**src/rtl/epas_pkg.sv**
```systemverilog
`timescale 1ns / 1ps

package epas_pkg;

    localparam int MAX_REQUEST_BYTES = 1008;

    localparam int ADDR_W   = 16;
    localparam int COUNT_W  = 10;
    localparam int PSIZE_W  = 9;
    localparam int PAGES_W  = 13;
    localparam int CAP_W    = 21;
    localparam int CFG_W    = 13;
    localparam int DIV_STEPS = ADDR_W;
    localparam int DIV_CNT_W = $clog2(DIV_STEPS);

    localparam logic [PSIZE_W-1:0] PSIZE_MIN = PSIZE_W'(16);
    localparam logic [PSIZE_W-1:0] PSIZE_MAX = PSIZE_W'(256);

    localparam logic [7:0]         RST_DEVICE_ADDRESS = 8'hA0;
    localparam logic [1:0]         RST_ADDRESSING_MODE = 2'd2;
    localparam logic [PSIZE_W-1:0] RST_PAGE_SIZE = PSIZE_W'(16);
    localparam logic [PAGES_W-1:0] RST_PAGES_PER_DEVICE = PAGES_W'(128);

    typedef enum logic [1:0] {
        CFG_DEVICE_ADDRESS   = 2'd0,
        CFG_ADDRESSING_MODE  = 2'd1,
        CFG_PAGE_SIZE        = 2'd2,
        CFG_PAGES_PER_DEVICE = 2'd3
    } cfg_index_t;

    typedef enum logic [1:0] {
        MODE_ONE_BYTE     = 2'd0,
        MODE_TWO_BYTE     = 2'd1,
        MODE_EIGHT_PLUS_X = 2'd2,
        MODE_INVALID      = 2'd3
    } addr_mode_t;

    typedef enum logic [2:0] {
        ST_CHUNK = 3'd0,
        ST_EMPTY = 3'd1,
        ST_RANGE = 3'd2,
        ST_MODE  = 3'd3,
        ST_LONG  = 3'd4
    } status_t;

    typedef enum logic [2:0] {
        S_IDLE,
        S_CAP,
        S_CHECK,
        S_DIV,
        S_EMIT
    } state_t;

    typedef struct packed {
        logic load;
        logic calc_cap;
        logic check;
        logic div_step;
        logic advance;
    } epas_cmd_t;

    typedef struct packed {
        status_t check_code;
        logic    final_result;
    } epas_sts_t;

endpackage

```
**src/rtl/epas_controller.sv**
```systemverilog
`timescale 1ns / 1ps

module epas_controller
    import epas_pkg::*;
(
    input  logic      aclk,
    input  logic      aresetn,
    input  logic      s_tvalid,
    output logic      s_tready,
    output logic      m_tvalid,
    input  logic      m_tready,
    input  epas_sts_t sts,
    output epas_cmd_t cmd
);

    state_t               state_reg, state_next;
    logic [DIV_CNT_W-1:0] cnt_reg, cnt_next;

    always_ff @(posedge aclk) begin
        if (!aresetn) begin
            state_reg <= S_IDLE;
            cnt_reg   <= '0;
        end else begin
            state_reg <= state_next;
            cnt_reg   <= cnt_next;
        end
    end

    always_comb begin
        state_next = state_reg;
        cnt_next   = cnt_reg;
        cmd        = '0;
        s_tready   = 1'b0;
        m_tvalid   = 1'b0;
        unique case (state_reg)
            S_IDLE: begin
                s_tready = 1'b1;
                if (s_tvalid) begin
                    cmd.load   = 1'b1;
                    state_next = S_CAP;
                end
            end
            S_CAP: begin
                cmd.calc_cap = 1'b1;
                state_next   = S_CHECK;
            end
            S_CHECK: begin
                cmd.check = 1'b1;
                cnt_next  = '0;
                if (sts.check_code != ST_CHUNK) begin
                    state_next = S_EMIT;
                end else begin
                    state_next = S_DIV;
                end
            end
            S_DIV: begin
                cmd.div_step = 1'b1;
                cnt_next     = cnt_reg + 1'b1;
                if (cnt_reg == DIV_CNT_W'(DIV_STEPS - 1)) begin
                    state_next = S_EMIT;
                end
            end
            S_EMIT: begin
                m_tvalid = 1'b1;
                if (m_tready) begin
                    cmd.advance = 1'b1;
                    if (sts.final_result) begin
                        state_next = S_IDLE;
                    end
                end
            end
            default: begin
                state_next = S_IDLE;
            end
        endcase
    end

endmodule

```
**src/rtl/epas_datapath.sv**
```systemverilog
`timescale 1ns / 1ps

module epas_datapath
    import epas_pkg::*;
(
    input  logic             aclk,
    input  logic             aresetn,
    input  logic             cfg_write,
    input  cfg_index_t       cfg_index,
    input  logic [CFG_W-1:0] cfg_data,
    input  epas_cmd_t        cmd,
    input  logic [31:0]      s_tdata,
    input  logic             s_tuser,
    output epas_sts_t        sts,
    output logic [47:0]      m_tdata,
    output logic [3:0]       m_tuser,
    output logic             m_tlast
);

    logic [7:0]         device_address_reg;
    addr_mode_t         addressing_mode_reg;
    logic [PSIZE_W-1:0] page_size_reg;
    logic [PAGES_W-1:0] pages_per_device_reg;

    logic               wr_reg;
    logic [ADDR_W:0]    addr_reg;
    logic [COUNT_W-1:0] remain_reg;
    logic [COUNT_W-1:0] offset_reg;
    logic [CAP_W-1:0]   cap_reg;
    status_t            status_reg;
    logic [ADDR_W-1:0]  dvd_reg;
    logic [PSIZE_W-1:0] rem_reg;

    logic [PSIZE_W-1:0] psize;
    logic [CAP_W:0]     cap_prod;
    logic [ADDR_W:0]    end_addr;
    status_t            check_code;
    logic [PSIZE_W:0]   div_trial;
    logic [COUNT_W:0]   span;
    logic               crosses;
    logic [COUNT_W-1:0] len;
    logic [7:0]         sla;
    logic [ADDR_W-1:0]  sub;
    logic [1:0]         subn;

    always_ff @(posedge aclk) begin
        if (!aresetn) begin
            device_address_reg   <= RST_DEVICE_ADDRESS;
            addressing_mode_reg  <= addr_mode_t'(RST_ADDRESSING_MODE);
            page_size_reg        <= RST_PAGE_SIZE;
            pages_per_device_reg <= RST_PAGES_PER_DEVICE;
        end else if (cfg_write) begin
            unique case (cfg_index)
                CFG_DEVICE_ADDRESS:   device_address_reg   <= cfg_data[7:0];
                CFG_ADDRESSING_MODE:  addressing_mode_reg  <= addr_mode_t'(cfg_data[1:0]);
                CFG_PAGE_SIZE:        page_size_reg        <= cfg_data[PSIZE_W-1:0];
                CFG_PAGES_PER_DEVICE: pages_per_device_reg <= cfg_data[PAGES_W-1:0];
                default: ;
            endcase
        end
    end

    always_comb begin
        if (page_size_reg < PSIZE_MIN) begin
            psize = PSIZE_MIN;
        end else if (page_size_reg > PSIZE_MAX) begin
            psize = PSIZE_MAX;
        end else begin
            psize = page_size_reg;
        end
    end

    assign cap_prod = pages_per_device_reg * psize;
    assign end_addr = addr_reg + {{(ADDR_W+1-COUNT_W){1'b0}}, remain_reg};

    always_comb begin
        if (remain_reg == '0) begin
            check_code = ST_EMPTY;
        end else if (remain_reg > COUNT_W'(MAX_REQUEST_BYTES)) begin
            check_code = ST_LONG;
        end else if (CAP_W'(addr_reg) >= cap_reg || CAP_W'(end_addr) > cap_reg) begin
            check_code = ST_RANGE;
        end else if (addressing_mode_reg == MODE_INVALID) begin
            check_code = ST_MODE;
        end else begin
            check_code = ST_CHUNK;
        end
    end

    assign div_trial = {rem_reg, dvd_reg[ADDR_W-1]};

    always_ff @(posedge aclk) begin
        if (cmd.load) begin
            wr_reg     <= s_tuser;
            addr_reg   <= {1'b0, s_tdata[ADDR_W-1:0]};
            remain_reg <= s_tdata[ADDR_W+COUNT_W-1:ADDR_W];
            offset_reg <= '0;
            dvd_reg    <= s_tdata[ADDR_W-1:0];
            rem_reg    <= '0;
        end
        if (cmd.calc_cap) begin
            cap_reg <= cap_prod[CAP_W-1:0];
        end
        if (cmd.check) begin
            status_reg <= check_code;
        end
        if (cmd.div_step) begin
            dvd_reg <= {dvd_reg[ADDR_W-2:0], 1'b0};
            if (div_trial >= {1'b0, psize}) begin
                rem_reg <= PSIZE_W'(div_trial - {1'b0, psize});
            end else begin
                rem_reg <= div_trial[PSIZE_W-1:0];
            end
        end
        if (cmd.advance) begin
            addr_reg   <= addr_reg + (ADDR_W+1)'(len);
            offset_reg <= offset_reg + len;
            remain_reg <= remain_reg - len;
            rem_reg    <= '0;
        end
    end

    assign span    = {{(COUNT_W+1-PSIZE_W){1'b0}}, rem_reg} + {1'b0, remain_reg};
    assign crosses = span > {{(COUNT_W+1-PSIZE_W){1'b0}}, psize};
    assign len     = crosses ? COUNT_W'(psize - rem_reg) : remain_reg;

    always_comb begin
        if (addressing_mode_reg == MODE_EIGHT_PLUS_X) begin
            sla  = device_address_reg + {4'b0, addr_reg[10:8], 1'b0};
            sub  = {8'b0, addr_reg[7:0]};
            subn = 2'd1;
        end else begin
            sla  = device_address_reg;
            sub  = addr_reg[ADDR_W-1:0];
            subn = (addressing_mode_reg == MODE_TWO_BYTE) ? 2'd2 : 2'd1;
        end
    end

    always_comb begin
        if (status_reg != ST_CHUNK) begin
            m_tdata = '0;
            m_tlast = 1'b1;
        end else begin
            m_tdata = {3'b0, offset_reg, len[PSIZE_W-1:0], subn, sub, sla};
            m_tlast = !crosses;
        end
    end

    assign m_tuser = {status_reg, wr_reg};

    assign sts.check_code   = check_code;
    assign sts.final_result = m_tlast;

endmodule

```
**src/rtl/eeprom_page_access_splitter.sv**
```systemverilog
`timescale 1ns / 1ps

// Splits one serial-memory access request into page-bounded transfer
// descriptors. A request is taken only while the block is idle. After
// acceptance the capacity and the checks are registered in turn; a valid
// request then passes through the serial remainder unit that finds the start
// offset within its page. Then one descriptor is presented per cycle while
// m_tready is high, and the block is ready again in the cycle after the final
// result is taken.
// Configuration writes are always accepted and must only be issued while no
// request is in flight.

module eeprom_page_access_splitter
    import epas_pkg::*;
(
    input  logic             aclk,
    input  logic             aresetn,
    input  logic             s_tvalid,
    output logic             s_tready,
    input  logic [31:0]      s_tdata,   // start_address, byte_count
    input  logic             s_tuser,   // req_type
    output logic             m_tvalid,
    input  logic             m_tready,
    output logic [47:0]      m_tdata,   // slave_address, sub_address,
                                        // sub_address_bytes, chunk_length,
                                        // buffer_offset
    output logic [3:0]       m_tuser,   // is_write, status
    output logic             m_tlast,
    input  logic             cfg_valid,
    output logic             cfg_ready,
    input  logic [1:0]       cfg_index,
    input  logic [CFG_W-1:0] cfg_data
);

    epas_cmd_t cmd;
    epas_sts_t sts;

    assign cfg_ready = 1'b1;

    epas_controller u_ctrl (
        .aclk     (aclk),
        .aresetn  (aresetn),
        .s_tvalid (s_tvalid),
        .s_tready (s_tready),
        .m_tvalid (m_tvalid),
        .m_tready (m_tready),
        .sts      (sts),
        .cmd      (cmd)
    );

    epas_datapath u_dp (
        .aclk      (aclk),
        .aresetn   (aresetn),
        .cfg_write (cfg_valid && cfg_ready),
        .cfg_index (cfg_index_t'(cfg_index)),
        .cfg_data  (cfg_data),
        .cmd       (cmd),
        .s_tdata   (s_tdata),
        .s_tuser   (s_tuser),
        .sts       (sts),
        .m_tdata   (m_tdata),
        .m_tuser   (m_tuser),
        .m_tlast   (m_tlast)
    );

endmodule

```
**config.mk**
```make
export PLATFORM = sky130hd
export DESIGN_NAME = eeprom_page_access_splitter
export DESIGN_NICKNAME = d
export VERILOG_FILES = /design/src/rtl/epas_pkg.sv /design/src/rtl/epas_controller.sv /design/src/rtl/epas_datapath.sv /design/src/rtl/eeprom_page_access_splitter.sv
export SDC_FILE = /design/constraint.sdc
export NUM_CORES = 1
export LEC_CHECK = 0
export BUFFER_PORTS_ARGS = -buffer_cell sky130_fd_sc_hd__clkbuf_2
export CAP_MARGIN = 0
export CORE_AREA = 2 2 130 163
export DETAILED_ROUTE_END_ITERATION = 16
export DIE_AREA = 0 0 132 165
export PLACE_DENSITY = 0.84
export SYNTH_ARGS = -nofsm -noshare
export SYNTH_HDL_FRONTEND = slang
export SYNTH_SLANG_ARGS = --single-unit
```
**constraint.sdc**
```tcl
create_clock -name aclk -period 14.9 [get_ports aclk]
set_clock_uncertainty 0.15 [all_clocks]
set_input_delay 2.98 -clock aclk [delete_from_list [all_inputs] [get_ports aclk]]
set_output_delay 2.98 -clock aclk [all_outputs]
set_load 0.02 [all_outputs]
```
==> impl_metrics.toml <==
[floorplan]
initial_core_util = 0.6420
die_x_um = 132
coreArea_um2 = 20100
die_area_um2 = 21780
die_h_um = 165
num_rows = 58
io_pins = 109

[worst_hold_path]
min-delay-start = "u_ctrl.cnt_reg[1]$_SDFFE_PN0P_"
hold_end = "u_ctrl.cnt_reg[1]$_SDFFE_PN0P_"
hold_path_class = "register to register"
hold_depth = 2

[finish]
final_area_um2 = 14180
largest_register_ffs = 21
layout-drive-gt1-share = 0.09962
fin_util = 0.7055
finalNonFillerCells = 1846
antenna_cells = 0
syn2layout_area_growth_pct = 9.889
nNetsFinal = 1853

[clock_network]
clk_latency_ps = 450
cts_resized = 0
cts_tree = "done"
clockBufferDepth = 2
clock_sinks = 126
cts_buffers = 17
cts.clk_slew.worst_paths_ps = 70
cts.htree.levels = 4
post_cts_buffers = 0
cts_root_buf = "clkbuf_16"
holdBufCountCts = 0

[placed_design]
dp.cells = 1814
routabilityCongestion = 0.9522
dpl-instance-area_um2 = 13590
port_buffers = 98
dp_hpwl_mm = 25.20

[global_route]
antenna_found_initial = 0
grt_usage = 0.3196
grt_max_degree = 37
grt_overflow = 0
grt_pass1_wl_mm = 54.65
grt_pass1_vias = 11146

[worst_setup_path]
cp-end-kind = "output port"
reg2reg_from = "u_dp.remain_reg[0]$_DFFE_PP_"
reg2regPathDepth = 22
r2r_slack_ps = 7910
cp_max_fo = 19
arrival_ps = 5050
critical_path_required_ps = 11770
r2r-end = "u_dp.addr_reg[16]$_SDFFCE_PN0P_"
cp-start-kind = "register"
worstSetupPathType = "register to output port"

[sta]
maxSlewViolCount = 0
relSlewSlack = 0.2074
period_minus_slack_ps = 8176
rsz0062_at_grt = "no"
setup_violations = 0
fin_setup_tns_ps = 0
finalCritPeriodShare = 0.5487
worst_pin_slew_ps = 1183
finalHoldViolations = 0
max_freq_mhz = 122.3

[power]
power_per_cell_area_nw_per_um2 = 118.0
total_power_uw = 1674
irDropWorstVdd_mv = 0.09385
p_leak_uw = 0.006948

[route]
drt_iter0_markers = 872
drc = 0
wire_per_inst_um = 18.21
drtPass1Iterations = 8
viasPerCell = 6.041
ant_nets = 0
vias = 11151
routed_wl_mm = 33.62

[synth]
synth_cells = 1490
yosysWarnings = 0
async_reset_ff_frac = 0
synth.avg_cell_area_um2 = 8.661
synth_edf_count = 77
ys.flop_type = "edfxtp_1"
synth.distinct_cells = 61
synth_area_um2 = 12900
ys_ff_latch = 126
yosysSeqAreaShare = 0.2552

[status]
outcome = "finished, final reports clean"

[flow_run]
cap_viol_max_count = 0
==> critical path: stages (launching register included) <==
cell and delay [ps]:
edfxtp_1 480, ha_1 270, fa_1 420, a21oi_1 240, o211ai_1 160, o41ai_1 480
xnor2_1 180, ha_1 260, a2111oi_0 400, nand2_1 110, a221o_1 650, o21ai_1 600
nor2_1 140, clkbuf_2 200
==> per-layer routing <==
metal / wire length (um) / share of wire / vias up / global-route usage
met5: 0 / 0 / - / 0
met4: 1874 / 0.056 / 0 / 0.1927
met3: 2215 / 0.066 / 131 / 0.05157
met2: 16830 / 0.50 / 520 / 0.5668
met1: 12700 / 0.38 / 5342 / 0.3640
li1: - / - / 5158 / -
==> kinds of logic (layout without fill, tap and decap cells) <==
logic type                 Yosys count  in the layout  share of synthesized area
and+or+nand+nor                    513            513                     0.1876
AOI/OAI and AO/OA                  286            286                     0.1447
buffers and inverters              239            323                    0.07184
adders and majority gates          237            237                     0.2792
DFF                                126            126                     0.2552
xor gates and xnor gates            72             72                    0.04887
muxes                               15             15                    0.01202
other                                2              4                  0.0005820
==> synthesized netlist by cell type (all sizes together) (3+ instances only) <==
| library cell | n | area [um^2] |
|---|---|---|
| nor2b | 23 | 143.9 |
| nor3b | 4 | 30.03 |
| and3 | 25 | 156.4 |
| edfxtp | 77 | 2312 |
| and2 | 83 | 519.3 |
| a31oi | 7 | 43.79 |
| nand2 | 201 | 754.5 |
| a22o | 16 | 140.1 |
| nand3 | 24 | 120.1 |
| nor3 | 25 | 125.1 |
| o21bai | 6 | 45.04 |
| buf | 24 | 120.1 |
| nand4 | 9 | 56.30 |
| or3 | 9 | 56.30 |
| nor2 | 93 | 349.1 |
| a21boi | 30 | 225.2 |
| o211ai | 7 | 52.55 |
| inv | 181 | 679.4 |
| mux2i | 14 | 140.1 |
| o21a | 9 | 67.56 |
| fa | 85 | 1702 |
| a31o | 4 | 35.03 |
| nor4 | 4 | 25.02 |
| clkbuf | 33 | 123.9 |
| or2 | 3 | 18.77 |
| a21o | 25 | 187.7 |
| xor2 | 33 | 289.0 |
| a211oi | 12 | 90.09 |
| ha | 152 | 1902 |
| xnor2 | 39 | 341.6 |
| dfxtp | 49 | 980.9 |
| o21ai | 78 | 401.6 |
| a21oi | 62 | 314.1 |
| o31ai | 9 | 67.56 |
| nand2b | 8 | 50.05 |
==> cell usage in the layout, fill, tap and decap left out, types with 24 or more instances in the layout <==
| cell | netlist | routed |
|---|---|---|
| nand2_1 | 201 | 200 |
| dfxtp_1 | 49 | 49 |
| xnor2_1 | 39 | 39 |
| ha_1 | 152 | 152 |
| nand3_1 | 24 | 24 |
| nor3_1 | 25 | 24 |
| a21o_1 | 25 | 25 |
| clkbuf_2 | 0 | 98 |
| inv_1 | 181 | 181 |
| o21ai_0 | 72 | 72 |
| fa_1 | 85 | 85 |
| and2_1 | 81 | 81 |
| a21oi_1 | 61 | 61 |
| xor2_1 | 33 | 33 |
| and3_1 | 25 | 25 |
| a21boi_0 | 30 | 30 |
| edfxtp_1 | 77 | 77 |
| nor2_1 | 93 | 93 |
==> metrics by stage <==
stage	hold slack [ps]	setup WS (ps)
floorplan	286.0	7966
global placement	305.8	7287
detailed placement	320.2	7239
CTS	335.3	6781
global route	356.0	6383
finish	337.8	6724
==> area by class of cell <==
cell class                 count  area, um^2
clock buffer                  18       450.4
clock inverter                14       138.9
fill                        1494        5921
inverter                     182       683.2
multi-input combinational   1127        8705
sequential                   126        3293
tap                          270       337.8
timing repair buffer         109       573.1
==> how the worst max path moves through the flow <==
stage | start | end | slack [ps]
after floorplan | u_dp.remain_reg[0]$_DFFE_PP_ | m_tdata[27] | 7970
after global placement | u_dp.remain_reg[0]$_DFFE_PP_ | m_tdata[27] | 7290
after detailed placement | u_dp.remain_reg[0]$_DFFE_PP_ | m_tdata[27] | 7240
after CTS | u_dp.remain_reg[0]$_DFFE_PP_ | m_tdata[27] | 6780
after global routing | u_dp.remain_reg[0]$_DFFE_PP_ | m_tdata[27] | 6380
final | u_dp.remain_reg[0]$_DFFE_PP_ | m_tdata[27] | 6720
==> power by group <==
group / switching, uW / leakage (uW) / internal (uW)
sequential: 57.9 / 0.00114 / 437
combinational: 450 / 0.00551 / 297
clock: 198 / 0.000296 / 233
total: 706 / 0.00695 / 968
No activity file was read; power rests on OpenSTA's default activity.
